## config.mk

```make
export PLATFORM = sky130hd
export DESIGN_NAME = scalar_kalman_filter_core
export DESIGN_NICKNAME = d
export VERILOG_FILES = /design/src/rtl/core/skf_pkg.sv /design/src/rtl/core/skf_sequencer.sv /design/src/rtl/core/skf_datapath.sv /design/src/rtl/core/scalar_kalman_filter_core.sv
export SDC_FILE = /design/constraint.sdc
export NUM_CORES = 1
export LEC_CHECK = 0
export ABC_AREA = 1
export BUFFER_PORTS_ARGS = -buffer_cell sky130_fd_sc_hd__buf_2
export CORE_ASPECT_RATIO = 2
export CORE_MARGIN = 10
export CORE_UTILIZATION = 50
export DETAILED_ROUTE_END_ITERATION = 10
export GPL_TIMING_DRIVEN = 0
export PLACE_DENSITY = 0.67
export REMOVE_ABC_BUFFERS = 1
export SLEW_MARGIN = 30
export SYNTH_ARGS = -nofsm -noshare
export SYNTH_HDL_FRONTEND = slang
export SYNTH_SLANG_ARGS = --single-unit
```

## constraint.sdc

```tcl
create_clock -name aclk -period 8.7 [get_ports aclk]
set_input_delay 0.87 -clock aclk [delete_from_list [all_inputs] [get_ports aclk]]
set_output_delay 0.87 -clock aclk [all_outputs]
set_load 0.02 [all_outputs]
```

## src/rtl/core/skf_pkg.sv

```systemverilog
// Shared types, codes and microcode store for the scalar Kalman filter core.
package skf_pkg;

    // Reset values of the noise registers, in whole units before scaling.
    localparam int PROCESS_NOISE_RESET     = 10;
    localparam int MEASUREMENT_NOISE_RESET = 40;

    localparam int CFG_INDEX_W = 2;
    localparam logic [CFG_INDEX_W-1:0] REG_PROCESS_NOISE     = 2'd0;
    localparam logic [CFG_INDEX_W-1:0] REG_MEASUREMENT_NOISE = 2'd1;

    typedef enum logic [2:0] {
        OP_NOP     = 3'd0,
        OP_WAIT_IN = 3'd1,
        OP_DIV     = 3'd2,
        OP_GAIN    = 3'd3,
        OP_MUL     = 3'd4,
        OP_MUL_TOP = 3'd5,
        OP_UPDATE  = 3'd6
    } op_t;

    typedef enum logic [1:0] {
        HOLD_NONE      = 2'd0,
        HOLD_NO_ACCEPT = 2'd1,
        HOLD_LOOP      = 2'd2,
        HOLD_OUT_BUSY  = 2'd3
    } hold_t;

    localparam int STEP_W = 3;
    typedef logic [STEP_W-1:0] step_t;

    localparam step_t STEP_WAIT    = 3'd0;
    localparam step_t STEP_DIV     = 3'd1;
    localparam step_t STEP_GAIN    = 3'd2;
    localparam step_t STEP_MUL     = 3'd3;
    localparam step_t STEP_MUL_TOP = 3'd4;
    localparam step_t STEP_UPDATE  = 3'd5;

    typedef struct packed {
        op_t   op;
        hold_t hold;
        step_t next_step;
    } ucode_t;

    typedef struct packed {
        op_t  op;
        logic accept;
    } ctrl_t;

    typedef struct packed {
        logic out_busy;
    } status_t;

    // A step repeats while its hold condition is true, then goes to next_step.
    function automatic ucode_t ucode_rom(step_t step);
        ucode_t word;
        unique case (step)
            STEP_WAIT:    word = '{op: OP_WAIT_IN, hold: HOLD_NO_ACCEPT, next_step: STEP_DIV};
            STEP_DIV:     word = '{op: OP_DIV,     hold: HOLD_LOOP,      next_step: STEP_GAIN};
            STEP_GAIN:    word = '{op: OP_GAIN,    hold: HOLD_NONE,      next_step: STEP_MUL};
            STEP_MUL:     word = '{op: OP_MUL,     hold: HOLD_LOOP,      next_step: STEP_MUL_TOP};
            STEP_MUL_TOP: word = '{op: OP_MUL_TOP, hold: HOLD_NONE,      next_step: STEP_UPDATE};
            STEP_UPDATE:  word = '{op: OP_UPDATE,  hold: HOLD_OUT_BUSY,  next_step: STEP_WAIT};
            default:      word = '{op: OP_NOP,     hold: HOLD_NONE,      next_step: STEP_WAIT};
        endcase
        return word;
    endfunction

endpackage

```

## src/rtl/core/skf_sequencer.sv

```systemverilog
// Microcode sequencer: step counter, loop counter and control store lookup.
module skf_sequencer #(
    parameter int LOOP_COUNT = 16
) (
    input  logic              aclk,
    input  logic              aresetn,
    input  logic              s_valid,
    output logic              s_ready,
    input  skf_pkg::status_t  status,
    output skf_pkg::ctrl_t    ctrl
);

    localparam int CNT_W = $clog2(LOOP_COUNT);
    localparam logic [CNT_W-1:0] CNT_LAST = CNT_W'(LOOP_COUNT - 1);

    skf_pkg::step_t   pc_reg, pc_next;
    logic [CNT_W-1:0] cnt_reg, cnt_next;
    skf_pkg::ucode_t  word;
    logic             accept;
    logic             hold;
    logic             loop_done;

    assign word      = skf_pkg::ucode_rom(pc_reg);
    assign s_ready   = (word.op == skf_pkg::OP_WAIT_IN);
    assign accept    = s_valid & s_ready;
    assign loop_done = (cnt_reg == CNT_LAST);

    assign ctrl.op     = word.op;
    assign ctrl.accept = accept;

    always_comb begin
        cnt_next = cnt_reg;
        unique case (word.hold)
            skf_pkg::HOLD_NONE:      hold = 1'b0;
            skf_pkg::HOLD_NO_ACCEPT: hold = ~accept;
            skf_pkg::HOLD_LOOP: begin
                hold     = ~loop_done;
                cnt_next = loop_done ? '0 : cnt_reg + 1'b1;
            end
            skf_pkg::HOLD_OUT_BUSY:  hold = status.out_busy;
            default:                 hold = 1'b0;
        endcase
        pc_next = hold ? pc_reg : word.next_step;
    end

    always_ff @(posedge aclk) begin
        if (!aresetn) begin
            pc_reg  <= skf_pkg::STEP_WAIT;
            cnt_reg <= '0;
        end else begin
            pc_reg  <= pc_next;
            cnt_reg <= cnt_next;
        end
    end

endmodule

```

## src/rtl/core/skf_datapath.sv

```systemverilog
// Datapath: noise registers, filter state, restoring divider, shift-add multipliers.
module skf_datapath #(
    parameter int DATA_WIDTH = 32,
    parameter int FRAC_BITS  = 16
) (
    input  logic                                aclk,
    input  logic                                aresetn,
    input  skf_pkg::ctrl_t                      ctrl,
    output skf_pkg::status_t                    status,
    input  logic                                cfg_wr_en,
    input  logic [skf_pkg::CFG_INDEX_W-1:0]     cfg_index,
    input  logic [DATA_WIDTH-1:0]               cfg_data,
    input  logic signed [DATA_WIDTH-1:0]        s_measurement,
    output logic                                m_valid,
    input  logic                                m_ready,
    output logic signed [DATA_WIDTH-1:0]        m_estimate
);

    localparam int D = DATA_WIDTH;
    localparam int F = FRAC_BITS;
    localparam logic [D-1:0] Q_RESET =
        D'(64'(skf_pkg::PROCESS_NOISE_RESET) << F);
    localparam logic [D-1:0] R_RESET =
        D'(64'(skf_pkg::MEASUREMENT_NOISE_RESET) << F);
    localparam logic [F:0] GAIN_ONE = {1'b1, {F{1'b0}}};

    logic [D-1:0] q_reg, q_next;
    logic [D-1:0] r_reg, r_next;
    logic [D-1:0] x_reg, x_next;
    logic [D-1:0] p_reg, p_next;
    logic         m_valid_reg, m_valid_next;
    logic [D-1:0] est_reg, est_next;
    logic [D-1:0] mag_reg, mag_next;
    logic         neg_reg, neg_next;
    logic [D:0]   rem_reg, rem_next;
    logic [D:0]   d_reg, d_next;
    logic [F:0]   k_reg, k_next;
    logic [D-1:0] acc_e_reg, acc_e_next;
    logic [D-1:0] acc_p_reg, acc_p_next;

    logic [D:0]   diff;
    logic [D:0]   diff_neg;
    logic [D+1:0] rem_sh;
    logic [D+1:0] rem_sub;
    logic         rem_fits;
    logic [D:0]   add_e;
    logic [D:0]   add_p;
    logic [D-1:0] upd_x;
    logic [D-1:0] p_less;
    logic [D:0]   p_sum;
    logic         out_busy;

    assign diff     = {s_measurement[D-1], s_measurement} - {x_reg[D-1], x_reg};
    assign diff_neg = ~diff + 1'b1;
    assign rem_sh   = {rem_reg, 1'b0};
    assign rem_sub  = rem_sh - {1'b0, d_reg};
    assign rem_fits = (rem_sh >= {1'b0, d_reg});
    assign add_e    = {1'b0, acc_e_reg} + (k_reg[0] ? {1'b0, mag_reg} : '0);
    assign add_p    = {1'b0, acc_p_reg} + (k_reg[0] ? {1'b0, p_reg} : '0);
    // The step never exceeds the distance to the measurement, so this cannot wrap.
    assign upd_x    = neg_reg ? x_reg - acc_e_reg : x_reg + acc_e_reg;
    assign p_less   = p_reg - acc_p_reg;
    assign p_sum    = {1'b0, p_less} + {1'b0, q_reg};
    assign out_busy = m_valid_reg & ~m_ready;

    assign status.out_busy = out_busy;
    assign m_valid         = m_valid_reg;
    assign m_estimate      = $signed(est_reg);

    always_comb begin
        q_next       = q_reg;
        r_next       = r_reg;
        x_next       = x_reg;
        p_next       = p_reg;
        m_valid_next = m_valid_reg & ~m_ready;
        est_next     = est_reg;
        mag_next     = mag_reg;
        neg_next     = neg_reg;
        rem_next     = rem_reg;
        d_next       = d_reg;
        k_next       = k_reg;
        acc_e_next   = acc_e_reg;
        acc_p_next   = acc_p_reg;

        if (cfg_wr_en) begin
            unique case (cfg_index)
                skf_pkg::REG_PROCESS_NOISE:     q_next = cfg_data;
                skf_pkg::REG_MEASUREMENT_NOISE: r_next = cfg_data;
                default: ;
            endcase
        end

        unique case (ctrl.op)
            skf_pkg::OP_WAIT_IN: begin
                if (ctrl.accept) begin
                    neg_next = diff[D];
                    mag_next = diff[D] ? diff_neg[D-1:0] : diff[D-1:0];
                    rem_next = {1'b0, p_reg};
                    d_next   = {1'b0, p_reg} + {1'b0, r_reg};
                    k_next   = '0;
                end
            end
            skf_pkg::OP_DIV: begin
                if (rem_fits) begin
                    rem_next = rem_sub[D:0];
                end else begin
                    rem_next = rem_sh[D:0];
                end
                k_next = {k_reg[F-1:0], rem_fits};
            end
            skf_pkg::OP_GAIN: begin
                // A zero variance always gives zero gain, even with no measurement
                // noise; otherwise no measurement noise gives a gain of exactly one.
                if (p_reg == '0) begin
                    k_next = '0;
                end else if (r_reg == '0) begin
                    k_next = GAIN_ONE;
                end
                acc_e_next = '0;
                acc_p_next = '0;
            end
            skf_pkg::OP_MUL: begin
                acc_e_next = add_e[D:1];
                acc_p_next = add_p[D:1];
                k_next     = k_reg >> 1;
            end
            skf_pkg::OP_MUL_TOP: begin
                // The last gain bit has weight one, so it is added without a shift.
                acc_e_next = add_e[D-1:0];
                acc_p_next = add_p[D-1:0];
            end
            skf_pkg::OP_UPDATE: begin
                if (!out_busy) begin
                    x_next       = upd_x;
                    p_next       = p_sum[D] ? '1 : p_sum[D-1:0];
                    est_next     = upd_x;
                    m_valid_next = 1'b1;
                end
            end
            default: ;
        endcase
    end

    always_ff @(posedge aclk) begin
        if (!aresetn) begin
            q_reg       <= Q_RESET;
            r_reg       <= R_RESET;
            x_reg       <= '0;
            p_reg       <= '0;
            m_valid_reg <= 1'b0;
        end else begin
            q_reg       <= q_next;
            r_reg       <= r_next;
            x_reg       <= x_next;
            p_reg       <= p_next;
            m_valid_reg <= m_valid_next;
        end
    end

    always_ff @(posedge aclk) begin
        est_reg   <= est_next;
        mag_reg   <= mag_next;
        neg_reg   <= neg_next;
        rem_reg   <= rem_next;
        d_reg     <= d_next;
        k_reg     <= k_next;
        acc_e_reg <= acc_e_next;
        acc_p_reg <= acc_p_next;
    end

endmodule

```

## src/rtl/core/scalar_kalman_filter_core.sv

```systemverilog
// Top level of the scalar Kalman filter core: sequencer and datapath.
//
//   Channel      Direction  Handshake            Payload
//   s_ (sample)  in         s_valid / s_ready    s_measurement, signed fixed point
//   m_ (result)  out        m_valid / m_ready    m_estimate, signed fixed point
//   cfg          in         cfg_wr_en            cfg_index, cfg_data
//
// From transfer to a loaded result register, each sample passes through FRAC_BITS
// restoring divide steps for the gain, then FRAC_BITS+1 shift-add steps of the
// multiplier pair that scales both updates.
// The next sample is taken in the cycle after the result register is loaded.
// A result held by m_ready low stalls only the final update step.
// Reset is synchronous and clears the estimate and variance to zero.
module scalar_kalman_filter_core #(
    parameter int DATA_WIDTH = 32,
    parameter int FRAC_BITS  = 16
) (
    input  logic                                aclk,
    input  logic                                aresetn,
    input  logic                                s_valid,
    output logic                                s_ready,
    input  logic signed [DATA_WIDTH-1:0]        s_measurement,
    output logic                                m_valid,
    input  logic                                m_ready,
    output logic signed [DATA_WIDTH-1:0]        m_estimate,
    input  logic                                cfg_wr_en,
    input  logic [skf_pkg::CFG_INDEX_W-1:0]     cfg_index,
    input  logic [DATA_WIDTH-1:0]               cfg_data
);

    skf_pkg::ctrl_t   ctrl;
    skf_pkg::status_t status;

    skf_sequencer #(
        .LOOP_COUNT (FRAC_BITS)
    ) u_sequencer (
        .aclk    (aclk),
        .aresetn (aresetn),
        .s_valid (s_valid),
        .s_ready (s_ready),
        .status  (status),
        .ctrl    (ctrl)
    );

    skf_datapath #(
        .DATA_WIDTH (DATA_WIDTH),
        .FRAC_BITS  (FRAC_BITS)
    ) u_datapath (
        .aclk          (aclk),
        .aresetn       (aresetn),
        .ctrl          (ctrl),
        .status        (status),
        .cfg_wr_en     (cfg_wr_en),
        .cfg_index     (cfg_index),
        .cfg_data      (cfg_data),
        .s_measurement (s_measurement),
        .m_valid       (m_valid),
        .m_ready       (m_ready),
        .m_estimate    (m_estimate)
    );

endmodule
```

==> flow_summary.ini <==
[global_route]
grt_max_degree = 93
grt_use_total_pct = 30.10
antenna_found_initial = 2
grt-busiest-layer = met2
grtUsageMet1_pct = 22.36
use_met3_pct = 2.895
use_met2_pct = 60.92
grt_first_pass_wirelength_um = 160900
grt_pass1_vias = 30340
grt-ovfl-total = 0

[routing]
drt.antenna.violating_nets = 0
finalWirelength_um = 106900
drt-pass1-iter-count = 5
drt-initial-drc-count = 1217
routed-via-count = 28630
viasPerCell = 5.558
wl_per_cell_um = 20.76
route.detailed.drc = 0

[synthesis]
synthArstFlopShare_pct = 0
ys_ff_latch = 348
synth_edf_count = 212
synth.area.top_cells = edfxtp_1 (21%), nand2_1 (12%), ha_1 (11%)
syn_area_um2 = 29820
ys_warn_count = 0
synth_commonest_cells = nand2_1 (958), inv_1 (650), nor2_1 (489)
synth_top_area_share_pct = 21.35
yosysSeqAreaShare_pct = 30.47
synth_cell_types = 63
synth.most_common_cell = nand2_1
synth_area_leader_cell = edfxtp_1
avgSynthCellArea_um2 = 6.976
ys.flop_type = edfxtp_1
syn-instance-count = 4275

[pwr]
p_switching_mw = 2.272
ir_drop_mv = 0.1539
leakage_nw = 16.19
pwr-share-clk_pct = 27.1
seqPwrFrac_pct = 35.5
power_density_nw_per_um2 = 177.7
internal_power_mw = 3.523
total_power_mw = 5.795
power_frac_comb_pct = 37.4
swShare_pct = 39.20

[setup_path]
start_kind = flop
required_ns = 9.19
worst_path_most_repeated_cell = nand2_1
cp_slowest_stage_delay_ns = 0.67
critPathMaxFanout = 18
critPathArrivalTime_ns = 6.55
end_kind = flop
critPathKind = reg -> reg
cp_num_buf_inv = 4
crit_slowest_cell = nand2_2
critical_path.reg2reg.endpoint = u_datapath.p_reg[28]
r2r-start = u_datapath.p_reg[0]
path_cells = inv_1 > ha_1 > inv_1 > fa_1 > inv_1 > o21a_1 > o21ai_0 > a31oi_1 > o21ai_0 > nand2_1 > nand2_1 > a21oi_1 > xnor2_1 > ha_1 > nand2_1 > nor2_1 > inv_1 > nor3_1 > nand4_1 > nand2_1 > nand2_1 > nand2_2 > nor2_1 > a21oi_1
r2r_cells = 24
cp_top_family = simple AND/OR/NAND/NOR gates
rrSetupSlack_ns = 2.64

[floorplan]
die_h_um = 365.4
die_x_um = 192.7
die_area_um2 = 70410
ios = 105
start_util_pct = 50.45
core_area_um2 = 59120
rows = 126

[run_status]
status = complete, no violations

[worst_hold_path]
hold_path_depth = 2
worstHoldStart = u_sequencer.cnt_reg[1]
hold_path.class = reg -> reg
hold_end = u_sequencer.cnt_reg[1]

[final_layout]
antenna_cells = 0
regArea_um2 = 9089
post_layout_nonfiller_instances = 5151
nNetsFinal = 4696
multi_input_area_um2 = 18010
syn_to_final_growth_pct = 9.347
fill_cells = 6085
post_route_cells_drive_above_1_share_pct = 6.388

[cts]
holdBufCountCts = 0
cts.htree.levels = 2
postCtsSetupBuffers = 0
cts_buffers = 35
clk_latency_ns = 0.57
ctsLongestPathBuffers = 3
clockRootBuffer = clkbuf_16
cts_resized = 0
cts_tree = built
clk_pin_slew_ns = 0.07
clock-sinks = 348

[sta]
min_period_ns = 6.061
max_slew.worst_pin.slew_ns = 1.099
setup_ws_ns = 2.639
drv_slew = 0
setup_viol = 0
worst_hold_slack_ns = 0.4828
finalHoldViolCount = 0
fmax_mhz = 165.0
finalCritPeriodShare_pct = 69.67
rsz0062_at_grt = no
fin_skew_ns = 0.01626
slew_headroom_pct = 26.06

[placement]
dpl.hpwl_um = 88790
dp_cells = 5087
place_ws_ns = 2.872
port_buffers = 104
place.gp.congestion = 0.9941

[job]
drv_cap = 0
## worst register-to-register path, cell delays in order (launching register included)
cell and delay, ns:
dfxtp_1 0.43, inv_1 0.14, ha_1 0.20, inv_1 0.08
fa_1 0.27, inv_1 0.06, o21a_1 0.21, o21ai_0 0.31
a31oi_1 0.21, o21ai_0 0.46, nand2_1 0.10, nand2_1 0.24
a21oi_1 0.13, xnor2_1 0.15, ha_1 0.41, nand2_1 0.09
nor2_1 0.08, inv_1 0.08, nor3_1 0.38, nand4_1 0.39
nand2_1 0.17, nand2_1 0.47, nand2_2 0.69, nor2_1 0.10
a21oi_1 0.15
## cell families after synthesis
logic type	after synthesis	share of synthesized area, %
adders and majority gates	269	11.49
xor gates and xnor gates	231	6.973
buffers and inverters	745	9.452
AOI/OAI and AO/OA	860	16.15
and+or+nand+nor	1822	25.47
DFF	348	30.47
## worst max path at each step
| stage | from | to | slack (ns) | cells after the start |
|---|---|---|---|---|
| after floorplan | m_ready | u_datapath.p_reg[0] | 2.10 | 9 |
| after global placement | m_ready | u_datapath.p_reg[0] | -4.51 | 10 |
| after detailed placement | u_datapath.p_reg[0] | u_datapath.p_reg[24] | 2.87 | 24 |
| after CTS | u_datapath.p_reg[0] | u_datapath.p_reg[28] | 2.85 | 24 |
| after global routing | u_datapath.p_reg[0] | u_datapath.p_reg[23] | 2.37 | 24 |
| final | u_datapath.p_reg[0] | u_datapath.p_reg[28] | 2.64 | 24 |
## cells in the final DEF, fill, tap and decap left out, drive strengths merged, types with 15 or more instances in the layout
| cell type | Yosys | layout |
|---|---|---|
| buf | 13 | 122 |
| a21oi | 335 | 335 |
| inv | 662 | 666 |
| dfxtp | 136 | 136 |
| a21o | 30 | 30 |
| edfxtp | 212 | 212 |
| nor2 | 498 | 498 |
| ha | 261 | 261 |
| clkbuf | 65 | 45 |
| nand2 | 979 | 979 |
| o21ai | 305 | 305 |
| o22ai | 56 | 56 |
| xor2 | 118 | 118 |
| nor4 | 31 | 31 |
| a31oi | 28 | 28 |
| nand3b | 15 | 15 |
| clkinv | 5 | 17 |
| o21a | 26 | 26 |
| nand3 | 193 | 193 |
| or2 | 22 | 22 |
| o211ai | 18 | 18 |
| xnor2 | 113 | 113 |
| nand4 | 35 | 35 |
| nor3 | 42 | 42 |
## layout make-up
class	count	area share, %
well taps	768	2.947
clock inverters	19	0.5141
repair buffers	122	2.797
clock buffers	45	2.927
multi-input cells	3182	55.24
flip-flops and latches	348	27.87
inverters	667	7.704
## metal layers
layer | share of wire, % | up-vias
li1 | - | 14310
met1 | 29 | 13170
met2 | 56 | 732
met3 | 2.7 | 423
met4 | 12 | 0
met5 | 0 | -
## power groups by stage
stage	registers, mW	clock network [mW]	logic, mW
2_1_floorplan	2.08	0	1.49
3_3_place_gp	2.12	0	2.06
3_5_place_dp	2.09	0	2.14
4_1_cts	2.06	1.60	2.15
5_1_grt	2.07	1.65	2.41
6_report	2.06	1.57	2.16
## metrics by stage
stage                     utilization (%)  area (µm²)  setup TNS (ns)
final                               55.16       32610               0
after global routing                55.16       32610               0
after CTS                           55.16       32610               0
after detailed placement            53.26       31490               0
after global placement              52.42       30990         -177.30
after floorplan                         -       29510               0
Power figures use the tool's default switching activity.
